<file path="src/insph_pkg.sv">
`default_nettype none
package insph_pkg;
  localparam int COORD_BITS_DEF = 16;
  localparam int SLOT_BITS = 16;
  localparam int PT_BITS = 3 * SLOT_BITS;
  localparam int LANES = 4;
endpackage
`default_nettype wire

</file>
<file path="src/insph_merge.sv">
`default_nettype none
// Sum the four signed cofactor terms over two stages and test for > 0.
module insph_merge #(
  parameter int TB = 77
) (
  input  wire logic                clk,
  input  wire logic                en,
  input  wire logic signed [TB-1:0] t [insph_pkg::LANES],
  output logic                     pos
);
  logic signed [TB+1:0] s0_r, s1_r;
  logic signed [TB+1:0] sum;
  always_comb sum = s0_r + s1_r;
  always_ff @(posedge clk) begin
    if (en) begin
      s0_r <= (TB+2)'(t[0]) + (TB+2)'(t[1]);
      s1_r <= (TB+2)'(t[2]) + (TB+2)'(t[3]);
      pos  <= !sum[TB+1] && (sum != '0);
    end
  end
endmodule
`default_nettype wire

</file>
<file path="config.mk">
export PLATFORM = sky130hd
export DESIGN_NAME = insph_merge
export DESIGN_NICKNAME = d
export VERILOG_FILES = /design/src/insph_pkg.sv /design/src/insph_merge.sv
export SDC_FILE = /design/constraint.sdc
export NUM_CORES = 1
export LEC_CHECK = 0
export ABC_CLOCK_PERIOD_IN_PS = 12600
export BUFFER_PORTS_ARGS = -buffer_cell sky130_fd_sc_hd__buf_2
export CAP_MARGIN = 20
export CORE_MARGIN = 1.5
export CORE_UTILIZATION = 64
export DETAILED_ROUTE_END_ITERATION = 10
export PLACE_DENSITY_LB_ADDON = 0.1
export SYNTH_ARGS = -nofsm -noshare
export SYNTH_HDL_FRONTEND = slang
export SYNTH_SLANG_ARGS = --single-unit
</file>
<file path="constraint.sdc">
create_clock -name clk -period 12.6 [get_ports clk]
set_input_delay 1.26 -clock clk [delete_from_list [all_inputs] [get_ports clk]]
set_output_delay 1.26 -clock clk [all_outputs]
set_load 0.01 [all_outputs]
</file>
## Yosys cells after proc, flatten, opt, wreduce, memory -nomap -nowiden

Index checks and enable logic that the tools add are counted.
W data, S select, Z words.

| operators by class | value |
|---|---|
| add/subtract/negate cells | 3 |
| reductions and logical operators | 3 |

Operator list:

| cell | number |
|---|---|
| $add A77 B77 Y78 | 2 |
| $add A79 B79 Y79 | 1 |
| $reduce_bool A79 Y1 | 1 |
| $logic_and A1 B1 Y1 | 1 |
| $logic_not A1 Y1 | 1 |

| storage, ports and cells | value |
|---|---|
| register bits after elaboration | 159 |
| bits of input ports | 310 |
| output and inout port bits | 1 |
| logic and storage cells | 9 |

## Longest topological paths before layout

Gate-level depths: netlist of the first run.

| depth | value |
|---|---|
| depth after elaboration | 3 |
| gate-level depth with buffers | 16 |
| depth with buffers taken out | 16 |

## Least setup slack after synthesis of the first run

OpenSTA, ideal clock, no wires.

| timing | value |
|---|---|
| path type | input to register |
| from | in t[1] (netlist name) |
| to | reg s1_r[73] (data pin) |
| setup time | 260 ps |
| data arrival time | 4240 ps |
| required time | 12340 ps |
| setup slack | 8101 ps |
| stages | 14 |
| buffers on the path | 0 |
| path through | ha_1 -> a21o_1 -> nand4_1 -> nand4_1 -> o311a_1 -> o311ai_0 -> a21oi_1 -> o21ai_0 -> a31oi_1 -> a211o_1 -> a21oi_1 -> o31ai_1 -> a21boi_0 -> xnor2_1 |

| on the way | value |
|---|---|
| cells in the longest elaborated chain, start to end | 1 |

Ends and longest elaborated chain:

| element | RTL line | RTL |
|---|---|---|
| from (decl) | insph_merge.sv:8 | `input wire logic signed [TB-1:0] t [insph_pkg::LANES],` |
| $add A77 B77 Y78 | insph_merge.sv:17 | `s1_r <= (TB+2)'(t[2]) + (TB+2)'(t[3]);` |
| to (signal assigned) | insph_merge.sv:17 |  |
| to (decl) | insph_merge.sv:11 | `logic signed [TB+1:0] s0_r, s1_r;` |

No other way between the ends.
A chain may end at the register's enable or synchronous reset.

## Worst setup path in the final report of the first run

| timing | value |
|---|---|
| from | reg s1_r[0] |
| to | reg pos (data pin) |

| on the way | value |
|---|---|
| cells in the longest elaborated chain, start to end | 3 |
| elaborated cells between the ends (all ways) | 4 |
| those cells by class | add/sub (1); reduce/logical (3) |

Ends and longest elaborated chain:

| element | RTL line | RTL |
|---|---|---|
| $add A79 B79 Y79 * | insph_merge.sv:13 | `always_comb sum = s0_r + s1_r;` |
| $reduce_bool A79 Y1 or $logic_not A1 Y1 (tied branches) | insph_merge.sv:18 | `pos <= !sum[TB+1] && (sum != '0);` |
| $logic_and A1 B1 Y1 * | insph_merge.sv:18 |  |
| to (signal assigned) | insph_merge.sv:18 |  |
| to (decl) | insph_merge.sv:9 | `output logic pos` |

Every way passes the cells marked *; elsewhere a longest branch is shown, timed or not.

==> impl_metrics.py, run 1 <==
metrics = {
    "finish": {
        "fill_cells": 2167,
        "nets": 3016,
        "area_growth_pct": 12.3,
        "final_common_cell": "buf_2",
        "antennaDiodeCount": 0,
        "most-common-layout-cells": "309 x buf_2, 277 x a21oi_1, 232 x ha_1",
        "multi_input_area_um2": 13400,
        "final_layout_size_suffix_gt1_share_pct": 15.2,
        "area.sequential_um2": 4710,
    },
    "grt": {
        "track_usage_pct": 38.8,
        "grt_max_degree": 90,
        "antenna_found_initial": 0,
        "grt_first_pass_wirelength_um": 94600,
        "grt_pass1_vias": 18300,
        "overflow": 0,
    },
    "route": {
        "drt-total-wl_um": 59800,
        "drc_errors": 0,
        "drt_iter0_drc": 2255,
        "detail-route-antenna-nets": 0,
        "wl_met2_um": 27900,
        "drt_first_pass_iters": 7,
        "met1_length_um": 24700,
        "highest_layer": "met4",
        "wl_met3_um": 5310,
        "wire_per_inst_um": 20.8,
        "vias_per_cell": 6.76,
        "via_count": 19400,
    },
    "setup_path": {
        "cp_top_family": "compound AO/OA/AOI/OAI gates",
        "r2r_cells": 15,
        "cpPeakStageDelay_ps": 730,
        "timing.rr.start": "s1_r[0]$_DFFE_PP_",
        "worst_path_max_delay_cell": "a211oi_1",
        "worstPathArrival_ps": 5700,
        "critPathKind": "reg -> reg",
        "critical_path_peak_fanout": 4,
        "path_buf_inv": 0,
        "cp_cell_sequence": "ha_1 > fa_1 > a211oi_1 > o211ai_1 > and4_1 > nor4_1 > o21bai_1 > o21a_1 > a211oi_1 > o21bai_1 > xor2_1 > or4_1 > nor4_1 > nand4_1 > o31a_1",
        "timing.rr.end": "pos$_DFFE_PP_",
        "required_ps": 12790,
        "critPathLaunchType": "flip-flop",
        "endpoint_kind": "flip-flop",
        "r2r_slack_ps": 7090,
    },
    "run": {
        "max_cap_viol_count": 0,
    },
    "clock_tree": {
        "post_cts_buffers": 0,
        "cts_hold_buf": 0,
        "cts_buffer_depth": 2,
        "cts_made_buffers": 17,
        "cts.clk_slew.worst_paths_ps": 70,
        "h-tree-depth": 4,
        "clock_latency_ps": 450,
        "cts-root-buf": "clkbuf_16",
        "cts.sinks": 157,
        "cts-resized-gates": 0,
        "cts_tree": "built",
    },
    "timing": {
        "finalCritPeriodShare_pct": 43.7,
        "setup_viol": 0,
        "fin_crit_ps": 5510,
        "timing_hold_violations_final": 0,
        "final.setup.tns_ps": 0,
        "rsz0062_at_grt": "no",
        "tightestPinTransition_ps": 1040,
        "relSlewSlack_pct": 29.5,
        "achievable-frequency_mhz": 182,
        "finalMaxSlewViolations": 0,
        "finClkSkew_ps": 19.1,
    },
    "floorplanning": {
        "start_util_pct": 65.0,
        "io_pins": 311,
        "rows": 62,
        "die_x_um": 173,
        "dieArea_um2": 30100,
        "die_h_um": 173,
        "core-area_um2": 28600,
    },
    "logic_synthesis": {
        "synthFlopType": "edfxtp_1",
        "syn_avg_cell_area_um2": 8.39,
        "synth_edf_count": 157,
        "yosysUniqueCellTypes": 78,
        "synth_top_area_share_pct": 25.4,
        "synth-xor-area-share_pct": 8.67,
        "synth_area_um2": 18600,
        "yosys.area_share.simple_pct": 18.1,
        "synthCells": 2217,
        "synth_area_leaders": "edfxtp_1 25%, ha_1 16%, a21oi_1 7.5%",
        "synth_area_leader_cell": "edfxtp_1",
        "muxShareOfSynthArea_pct": 0.552,
        "synthArstFlopShare_pct": 0,
        "synthAdderAreaFrac_pct": 15.9,
        "yosys_warnings": 0,
        "ys_seq_elements": 157,
        "synth_nets": 2762,
        "ys_seq_area_share_pct": 25.4,
        "synth_compound_area_share_pct": 28.7,
        "synth_top_family_by_area": "compound AO/OA/AOI/OAI gates",
    },
    "hold_path": {
        "min_path_type": "reg -> reg",
        "min_to": "pos$_DFFE_PP_",
        "worstHoldStart": "s1_r[77]$_DFFE_PP_",
        "holdPathStages": 3,
    },
    "power": {
        "ir_drop_uv": 97.6,
        "total_power_uw": 2820,
        "powerDensity_nw_per_um2": 135,
        "p_leak_uw": 0.00919,
    },
    "placed_design": {
        "place.gp.congestion": 0.948,
        "port_buffers": 310,
        "dpl.hpwl_um": 48200,
    },
    "status": {
        "status": "complete, no violations",
    },
}
state kept, by name, summed over array words and instances, names as in the netlist:
name,flops
s1_r,78
pos,1
s0_r,78
cells in the mapped netlist, types with 6 or more instances:
library cell / n
xnor2_1: 112
a221oi_1: 10
nor2_1: 148
a211oi_1: 25
o21ai_0: 138
o2111ai_1: 10
o21ai_1: 9
o21bai_1: 37
nor4_1: 18
a21oi_1: 277
a21o_1: 142
o21a_1: 34
a21boi_0: 10
edfxtp_1: 157
nor2b_1: 35
buf_2: 11
nand4_1: 73
nand2_1: 181
inv_1: 44
and2_1: 21
clkbuf_1: 63
xor2_1: 72
nand3_1: 50
mux2i_1: 8
o31a_1: 8
o211ai_1: 17
nor3_1: 45
and3_1: 25
nand2b_1: 28
a41o_1: 6
or2_2: 11
ha_1: 232
o31ai_1: 18
o21ba_2: 6
a31oi_1: 21
or3_1: 14
logic make-up (layout without fill, tap and decap cells):
kind of cell               after synthesis  count (layout)
AOI/OAI and AO/OA                      830             830
xor gates and xnor gates               184             184
adders and majority gates              235             235
buffers and inverters                  123             390
DFF                                    157             157
muxes                                   10              10
and+or+nand+nor                        678             678
final cells by class:
type	count	area share (%)
Multi-Input combinational cell	1937	64.1
Sequential cell	157	22.6
Timing Repair Buffer	314	7.60
Tap cell	384	2.30
Clock buffer	18	2.05
Inverter	44	0.791
Clock inverter	14	0.599
power breakdown:
group | switching, µW | total, µW | internal (µW)
clock | 252 | 512 | 260
combinational | 984 | 1580 | 593
sequential | 38.3 | 732 | 694
total | 1270 | 2820 | 1550
tightest hold or removal path: stages, from the launching register on:
cell and delay (ps):
edfxtp_1 330, ha_1 180, a31oi_1 100, o31a_1 90
layer usage:
| layer | GRT usage, % | up-vias |
|---|---|---|
| li1 | - | 8987 |
| met1 | 51.5 | 9075 |
| met2 | 64.9 | 1163 |
| met3 | 6.14 | 164 |
| met4 | 12.5 | 0 |
| met5 | 0 | - |
worst max path at each step:
stage | from | to | cells after the start
2_1_floorplan | t[1] | s1_r[73]$_DFFE_PP_ | 14
3_3_place_gp | t[14] | s1_r[73]$_DFFE_PP_ | 16
3_5_place_dp | t[155] | s0_r[73]$_DFFE_PP_ | 15
4_1_cts | t[155] | s0_r[73]$_DFFE_PP_ | 15
5_1_grt | t[155] | s0_r[73]$_DFFE_PP_ | 15
6_report | s1_r[0]$_DFFE_PP_ | pos$_DFFE_PP_ | 15
per-stage QoR:
step	hold WS [ps]	utilization [%]	setup WS [ps]	std cells	instance area, µm²
after floorplan	791	-	8100	2217	18600
after global placement	834	71.0	6960	2836	20300
after detailed placement	856	71.0	6840	2836	20300
after CTS	866	73.0	7270	2868	20900
after global routing	893	73.0	6820	2868	20900
final	858	73.0	7090	2868	20900
(Power assumes the default switching activity.)
==> run 2: changes to the inputs <==
--- a/config.mk
+++ b/config.mk
@@ -5,11 +5,11 @@
 export SDC_FILE = /design/constraint.sdc
 export NUM_CORES = 1
 export LEC_CHECK = 0
-export ABC_CLOCK_PERIOD_IN_PS = 12600
+export ABC_CLOCK_PERIOD_IN_PS = 4800
 export BUFFER_PORTS_ARGS = -buffer_cell sky130_fd_sc_hd__buf_2
 export CAP_MARGIN = 20
 export CORE_MARGIN = 1.5
-export CORE_UTILIZATION = 64
+export CORE_UTILIZATION = 53
 export DETAILED_ROUTE_END_ITERATION = 10
 export PLACE_DENSITY_LB_ADDON = 0.1
 export SYNTH_ARGS = -nofsm -noshare
==> constraint.sdc (replaced) <==
create_clock -name clk -period 4.8 [get_ports clk]
set_input_delay 0.48 -clock clk [delete_from_list [all_inputs] [get_ports clk]]
set_output_delay 0.48 -clock clk [all_outputs]
set_load 0.01 [all_outputs]
==> run 2 against run 1 <==
Die area increased by 20%. Register-to-register slack got worse by 6900 ps. Sequential cell count unchanged. Clock skew fell by 6.0 ps. First-iteration DRC count is 30% lower. Largest power group unchanged. Clock power rose to 2.7 times the previous value.
==> impl_metrics.py, run 2 (synthesis results as in run 1) <==
metrics = {
    "status": {
        "status": "complete, no violations",
    },
    "grt": {
        "use_met2_pct": 53.1,
        "grt_use_met3_pct": 4.47,
        "grt_use_met1_pct": 47.0,
        "overflow": 0,
        "grt_pass1_vias": 18000,
        "grt_max_degree": 81,
        "antenna_found_initial": 0,
        "grt_first_pass_wirelength_um": 95100,
        "track_usage_pct": 33.1,
        "top_usage_layer": "met2",
    },
    "floorplanning": {
        "die_x_um": 190,
        "die_h_um": 190,
        "rows": 68,
        "start_util_pct": 53.8,
        "io_pins": 311,
        "core-area_um2": 34500,
        "dieArea_um2": 36200,
    },
    "clock_tree": {
        "cts_hold_buf": 0,
        "clock_latency_ps": 440,
        "cts_tree": "built",
        "h-tree-depth": 4,
        "cts.sinks": 157,
        "cts_made_buffers": 17,
        "cts.clk_slew.worst_paths_ps": 70,
        "cts_buffer_depth": 2,
        "cts-root-buf": "clkbuf_16",
    },
    "route": {
        "via_count": 19300,
        "drt_first_pass_iters": 8,
        "wire_per_inst_um": 19.8,
        "drt-total-wl_um": 61300,
        "drc_errors": 0,
        "detail-route-antenna-nets": 0,
        "drt_iter0_drc": 1579,
        "vias_per_cell": 6.21,
    },
    "finish": {
        "biggestRegsByFlops": "s0_r: 78 flops, s1_r: 78 flops, pos: 1 flops",
        "final_layout_size_suffix_gt1_share_pct": 21.6,
        "most-common-layout-cells": "309 x buf_2, 270 x a21oi_1, 227 x ha_1",
        "fill_cells": 2976,
        "final_common_cell": "buf_2",
        "nets": 3178,
        "antennaDiodeCount": 0,
        "area_growth_pct": 20.9,
    },
    "power": {
        "powerDensity_nw_per_um2": 358,
        "comb_power_share_pct": 59.1,
        "p_clk_share_pct": 17.1,
        "p_int_uw": 4530,
        "p_leak_uw": 0.0100,
        "swShare_pct": 43.7,
        "total_power_uw": 8040,
        "ir_drop_uv": 215,
        "p_switching_uw": 3510,
        "p_seq_share_pct": 23.8,
    },
    "timing": {
        "achievable-frequency_mhz": 215,
        "tightestPinTransition_ps": 901,
        "setup_viol": 0,
        "finalCritPeriodShare_pct": 96.9,
        "whs_ps": 363,
        "relSlewSlack_pct": 38.4,
        "fin_crit_ps": 4650,
        "finalMaxSlewViolations": 0,
        "finClkSkew_ps": 13.1,
        "timing_hold_violations_final": 0,
    },
    "setup_path": {
        "required_ps": 4980,
        "cp-endpoint": "pos$_DFFE_PP_",
        "worstPathArrival_ps": 4840,
        "timing.rr.start": "s0_r[12]$_DFFE_PP_",
        "r2r_cells": 13,
        "critPathLaunchType": "flip-flop",
        "endpoint_kind": "flip-flop",
        "startpoint": "s0_r[12]$_DFFE_PP_",
        "r2r_slack_ps": 150,
        "critPathKind": "reg -> reg",
        "critical_path_peak_fanout": 7,
        "timing.rr.end": "pos$_DFFE_PP_",
    },
    "run": {
        "max_cap_viol_count": 0,
    },
    "hold_path": {
        "min_path_type": "in -> reg",
    },
    "placed_design": {
        "dpl.hpwl_um": 50900,
        "port_buffers": 310,
        "place.gp.congestion": 1.00,
    },
}
## run 2: worst min-delay path by stage
stage / from / endpoint / slack, ps / depth (start not counted)
4_1_cts: t[77] / s1_r[0]$_DFFE_PP_ / 360 / 2
3_3_place_gp: t[231] / s0_r[0]$_DFFE_PP_ / 790 / 2
6_report: t[77] / s1_r[0]$_DFFE_PP_ / 360 / 2
2_1_floorplan: en / pos$_DFFE_PP_ / 590 / 0
3_5_place_dp: t[231] / s0_r[0]$_DFFE_PP_ / 790 / 2
5_1_grt: t[77] / s1_r[0]$_DFFE_PP_ / 380 / 2
## run 2: cell type report
cell class                      count  area (µm²)  share of cell area [%]
Clock inverter                     14         150                   0.668
Sequential cell                   157        4710                    21.0
Clock buffer                       18         429                    1.91
Tap cell                          455         569                    2.53
Timing Repair Buffer              476        2830                    12.6
Inverter                           44         165                   0.735
Multi-Input combinational cell   1937       13600                    60.6
## run 2: power groups by stage
| stage | Combinational [µW] | Clock [µW] | Sequential [µW] |
|---|---|---|---|
| after CTS | 4540 | 1380 | 1910 |
| after floorplan | 2860 | 0 | 1900 |
| after global routing | 5150 | 1430 | 1930 |
| final | 4750 | 1380 | 1910 |
| after detailed placement | 4500 | 0 | 1930 |
| after global placement | 4470 | 0 | 1920 |
## run 2: repair_timing
item / CTS / global route
resized for setup: 5 / 37
pin swaps: 0 / 13
endpoints found under the setup margin: 1 / 1
setup buffers: 0 / 3
## run 2: per-layer routing
metal	routed length (µm)	vias to the layer above
met5	0	-
met1	28000	9105
met4	1300	0
li1	-	9300
met2	27800	785
met3	4100	75
## run 2: stage by stage
step	TNS [ps]	worst slack, ps	area (µm²)	util (%)	cells
floorplan	0	504	18600	-	2217
global placement	-56.1	-56.1	21600	62.6	3066
detailed placement	-328	-135	21600	62.6	3066
CTS	0	8.27	22200	64.4	3098
global route	-13.6	-13.6	22500	65.1	3101
finish	0	147	22500	65.1	3101
## run 2: critical path, cell delays in order, from the launching register on
cell and delay [ps]:
edfxtp_1 380, ha_1 400, nand2_2 110, or3_1 420, a21o_1 220, or4_4 580
mux2i_1 180, nor4_2 340, nand4_1 130, nor4_1 210, or4b_2 680, nor4_4 330
nand4_1 150, o31a_1 250
==> run 3: changes to the inputs <==
--- a/config.mk
+++ b/config.mk
@@ -5,11 +5,11 @@
 export SDC_FILE = /design/constraint.sdc
 export NUM_CORES = 1
 export LEC_CHECK = 0
-export ABC_CLOCK_PERIOD_IN_PS = 4800
+export ABC_CLOCK_PERIOD_IN_PS = 4900
 export BUFFER_PORTS_ARGS = -buffer_cell sky130_fd_sc_hd__buf_2
 export CAP_MARGIN = 20
 export CORE_MARGIN = 1.5
-export CORE_UTILIZATION = 53
+export CORE_UTILIZATION = 59
 export DETAILED_ROUTE_END_ITERATION = 10
 export PLACE_DENSITY_LB_ADDON = 0.1
 export SYNTH_ARGS = -nofsm -noshare
==> constraint.sdc (replaced) <==
create_clock -name clk -period 4.9 [get_ports clk]
set_input_delay 0.49 -clock clk [delete_from_list [all_inputs] [get_ports clk]]
set_output_delay 0.49 -clock clk [all_outputs]
set_load 0.01 [all_outputs]
==> run 3 against run 2 <==
Via count is 1.4% higher. Cell count is 3.5% lower. Critical path depth is 2 higher. Maximum frequency fell by 3.8%. Combinational power down 5.5%. Critical path type unchanged. Critical endpoint unchanged.
==> impl_metrics.py, run 3 (synthesis results as in run 1) <==
metrics = {
    "status": {
        "status": "complete, no violations",
    },
    "clock_tree": {
        "cts-root-buf": "clkbuf_16",
        "cts_buffer_depth": 2,
        "cts_hold_buf": 0,
        "cts_made_buffers": 17,
        "cts.clk_slew.worst_paths_ps": 70,
        "h-tree-depth": 4,
        "cts.sinks": 157,
        "cts_tree": "built",
        "clock_latency_ps": 440,
    },
    "finish": {
        "final_common_cell": "buf_2",
        "antennaDiodeCount": 0,
        "final_layout_size_suffix_gt1_share_pct": 20.3,
        "final_cell_count_no_fill": 2994,
        "area_growth_pct": 18.4,
        "fin_area_um2": 22000,
        "most-common-layout-cells": "309 x buf_2, 270 x a21oi_1, 220 x ha_1",
        "biggestRegsByFlops": "s0_r: 78 flops, s1_r: 78 flops, pos: 1 flops",
        "nets": 3130,
    },
    "power": {
        "powerDensity_nw_per_um2": 353,
        "ir_drop_uv": 276,
        "total_power_uw": 7770,
        "p_leak_uw": 0.00978,
    },
    "route": {
        "detail-route-antenna-nets": 0,
        "wire_per_inst_um": 19.9,
        "via_count": 19500,
        "vias_per_cell": 6.53,
        "drt_first_pass_iters": 6,
        "drt_iter0_drc": 1808,
        "drc_errors": 0,
        "drt-total-wl_um": 59600,
    },
    "placed_design": {
        "post-place-ws_ps": -89.3,
        "place_area_um2": 21200,
        "port_buffers": 310,
        "dpl.hpwl_um": 48400,
        "dp_cells": 2960,
        "place.gp.congestion": 1.04,
    },
    "setup_path": {
        "critical_path_peak_fanout": 8,
        "endpoint_kind": "flip-flop",
        "critPathLaunchType": "flip-flop",
        "worstPathArrival_ps": 5020,
        "required_ps": 5080,
        "critPathKind": "reg -> reg",
    },
    "floorplanning": {
        "dieArea_um2": 32600,
        "rows": 64,
        "start_util_pct": 60.3,
        "core-area_um2": 30800,
        "die_h_um": 181,
        "die_x_um": 181,
        "io_pins": 311,
    },
    "grt": {
        "grt_pass1_vias": 18100,
        "grt_first_pass_wirelength_um": 92300,
        "grt_max_degree": 82,
        "track_usage_pct": 35.1,
        "overflow": 0,
        "antenna_found_initial": 0,
    },
    "timing": {
        "timing_hold_violations_final": 0,
        "finClkSkew_ps": 17.3,
        "achievable-frequency_mhz": 207,
        "finalCritPeriodShare_pct": 98.7,
        "finalMaxSlewViolations": 0,
        "fin_ws_ps": 62.3,
        "relSlewSlack_pct": 35.1,
        "fin_crit_ps": 4840,
        "setup_viol": 0,
        "tightestPinTransition_ps": 950,
    },
    "hold_path": {
        "min_path_type": "in -> reg",
    },
    "run": {
        "max_cap_viol_count": 0,
    },
}
run 3: cell count changes in the layout (fill, tap and decap cells not counted), moves of 2 or more:
cell,previous run,this run
xor2_1,70,72
ha_1,227,220
xor2_2,2,0
o21bai_2,0,2
buf_4,164,117
o21bai_1,37,35
ha_2,1,8
run 3: layout make-up:
type | count | area, µm²
sequential | 157 | 4710
clock buffer | 18 | 429
fill | 2480 | 8820
tap | 396 | 495
multi-input combinational | 1937 | 13600
clock inverter | 14 | 170
timing repair buffer | 428 | 2460
inverter | 44 | 165
run 3: critical path, stage by stage (launching register included):
cell and delay (ps):
edfxtp_1 400, ha_1 540, nand2_1 150, o21ai_0 580, a221oi_1 270, a21o_1 230
a31oi_1 350, nand4_1 160, nor4_2 190, nand4_1 140, nor4_1 150, or4b_2 650
nor4_2 290, buf_4 160, nand4_1 90, o31a_1 240
run 3: repair_timing:
item,4_1_cts,5_1_grt
endpoints found under the setup margin,0,1
buffers inserted,0,2
resized for setup,0,43
run 3: through the flow:
step,hold WS [ps],utilization [%],TNS (ps)
5_1_grt,362,71.4,-8.30
3_3_place_gp,801,68.8,0
4_1_cts,357,70.7,0
3_5_place_dp,792,68.8,-153
2_1_floorplan,602,-,0
6_report,350,71.4,0
run 3: power breakdown:
group | switching [µW] | leakage [µW] | internal, µW | total (µW)
Sequential | 94.0 | 0.00154 | 1780 | 1880
Combinational | 2680 | 0.00795 | 1820 | 4490
Clock | 624 | 0.000288 | 771 | 1400
run 3: layer usage:
layer,up-vias,routed length (µm),track usage (%)
met4,2,1510,10.1
met3,131,5650,6.63
met5,-,8,0
met2,1078,26700,56.1
li1,9197,-,-
met1,9134,25800,48.3
run 3: worst paths after layout:
kind	start	end	slack, ps	depth (start not counted)
setup reg to reg	s0_r[49]$_DFFE_PP_	pos$_DFFE_PP_	60	15
hold reg to reg	s1_r[77]$_DFFE_PP_	pos$_DFFE_PP_	900	3
hold / removal	t[77]	s1_r[0]$_DFFE_PP_	350	2
setup / recovery	s0_r[49]$_DFFE_PP_	pos$_DFFE_PP_	60	15
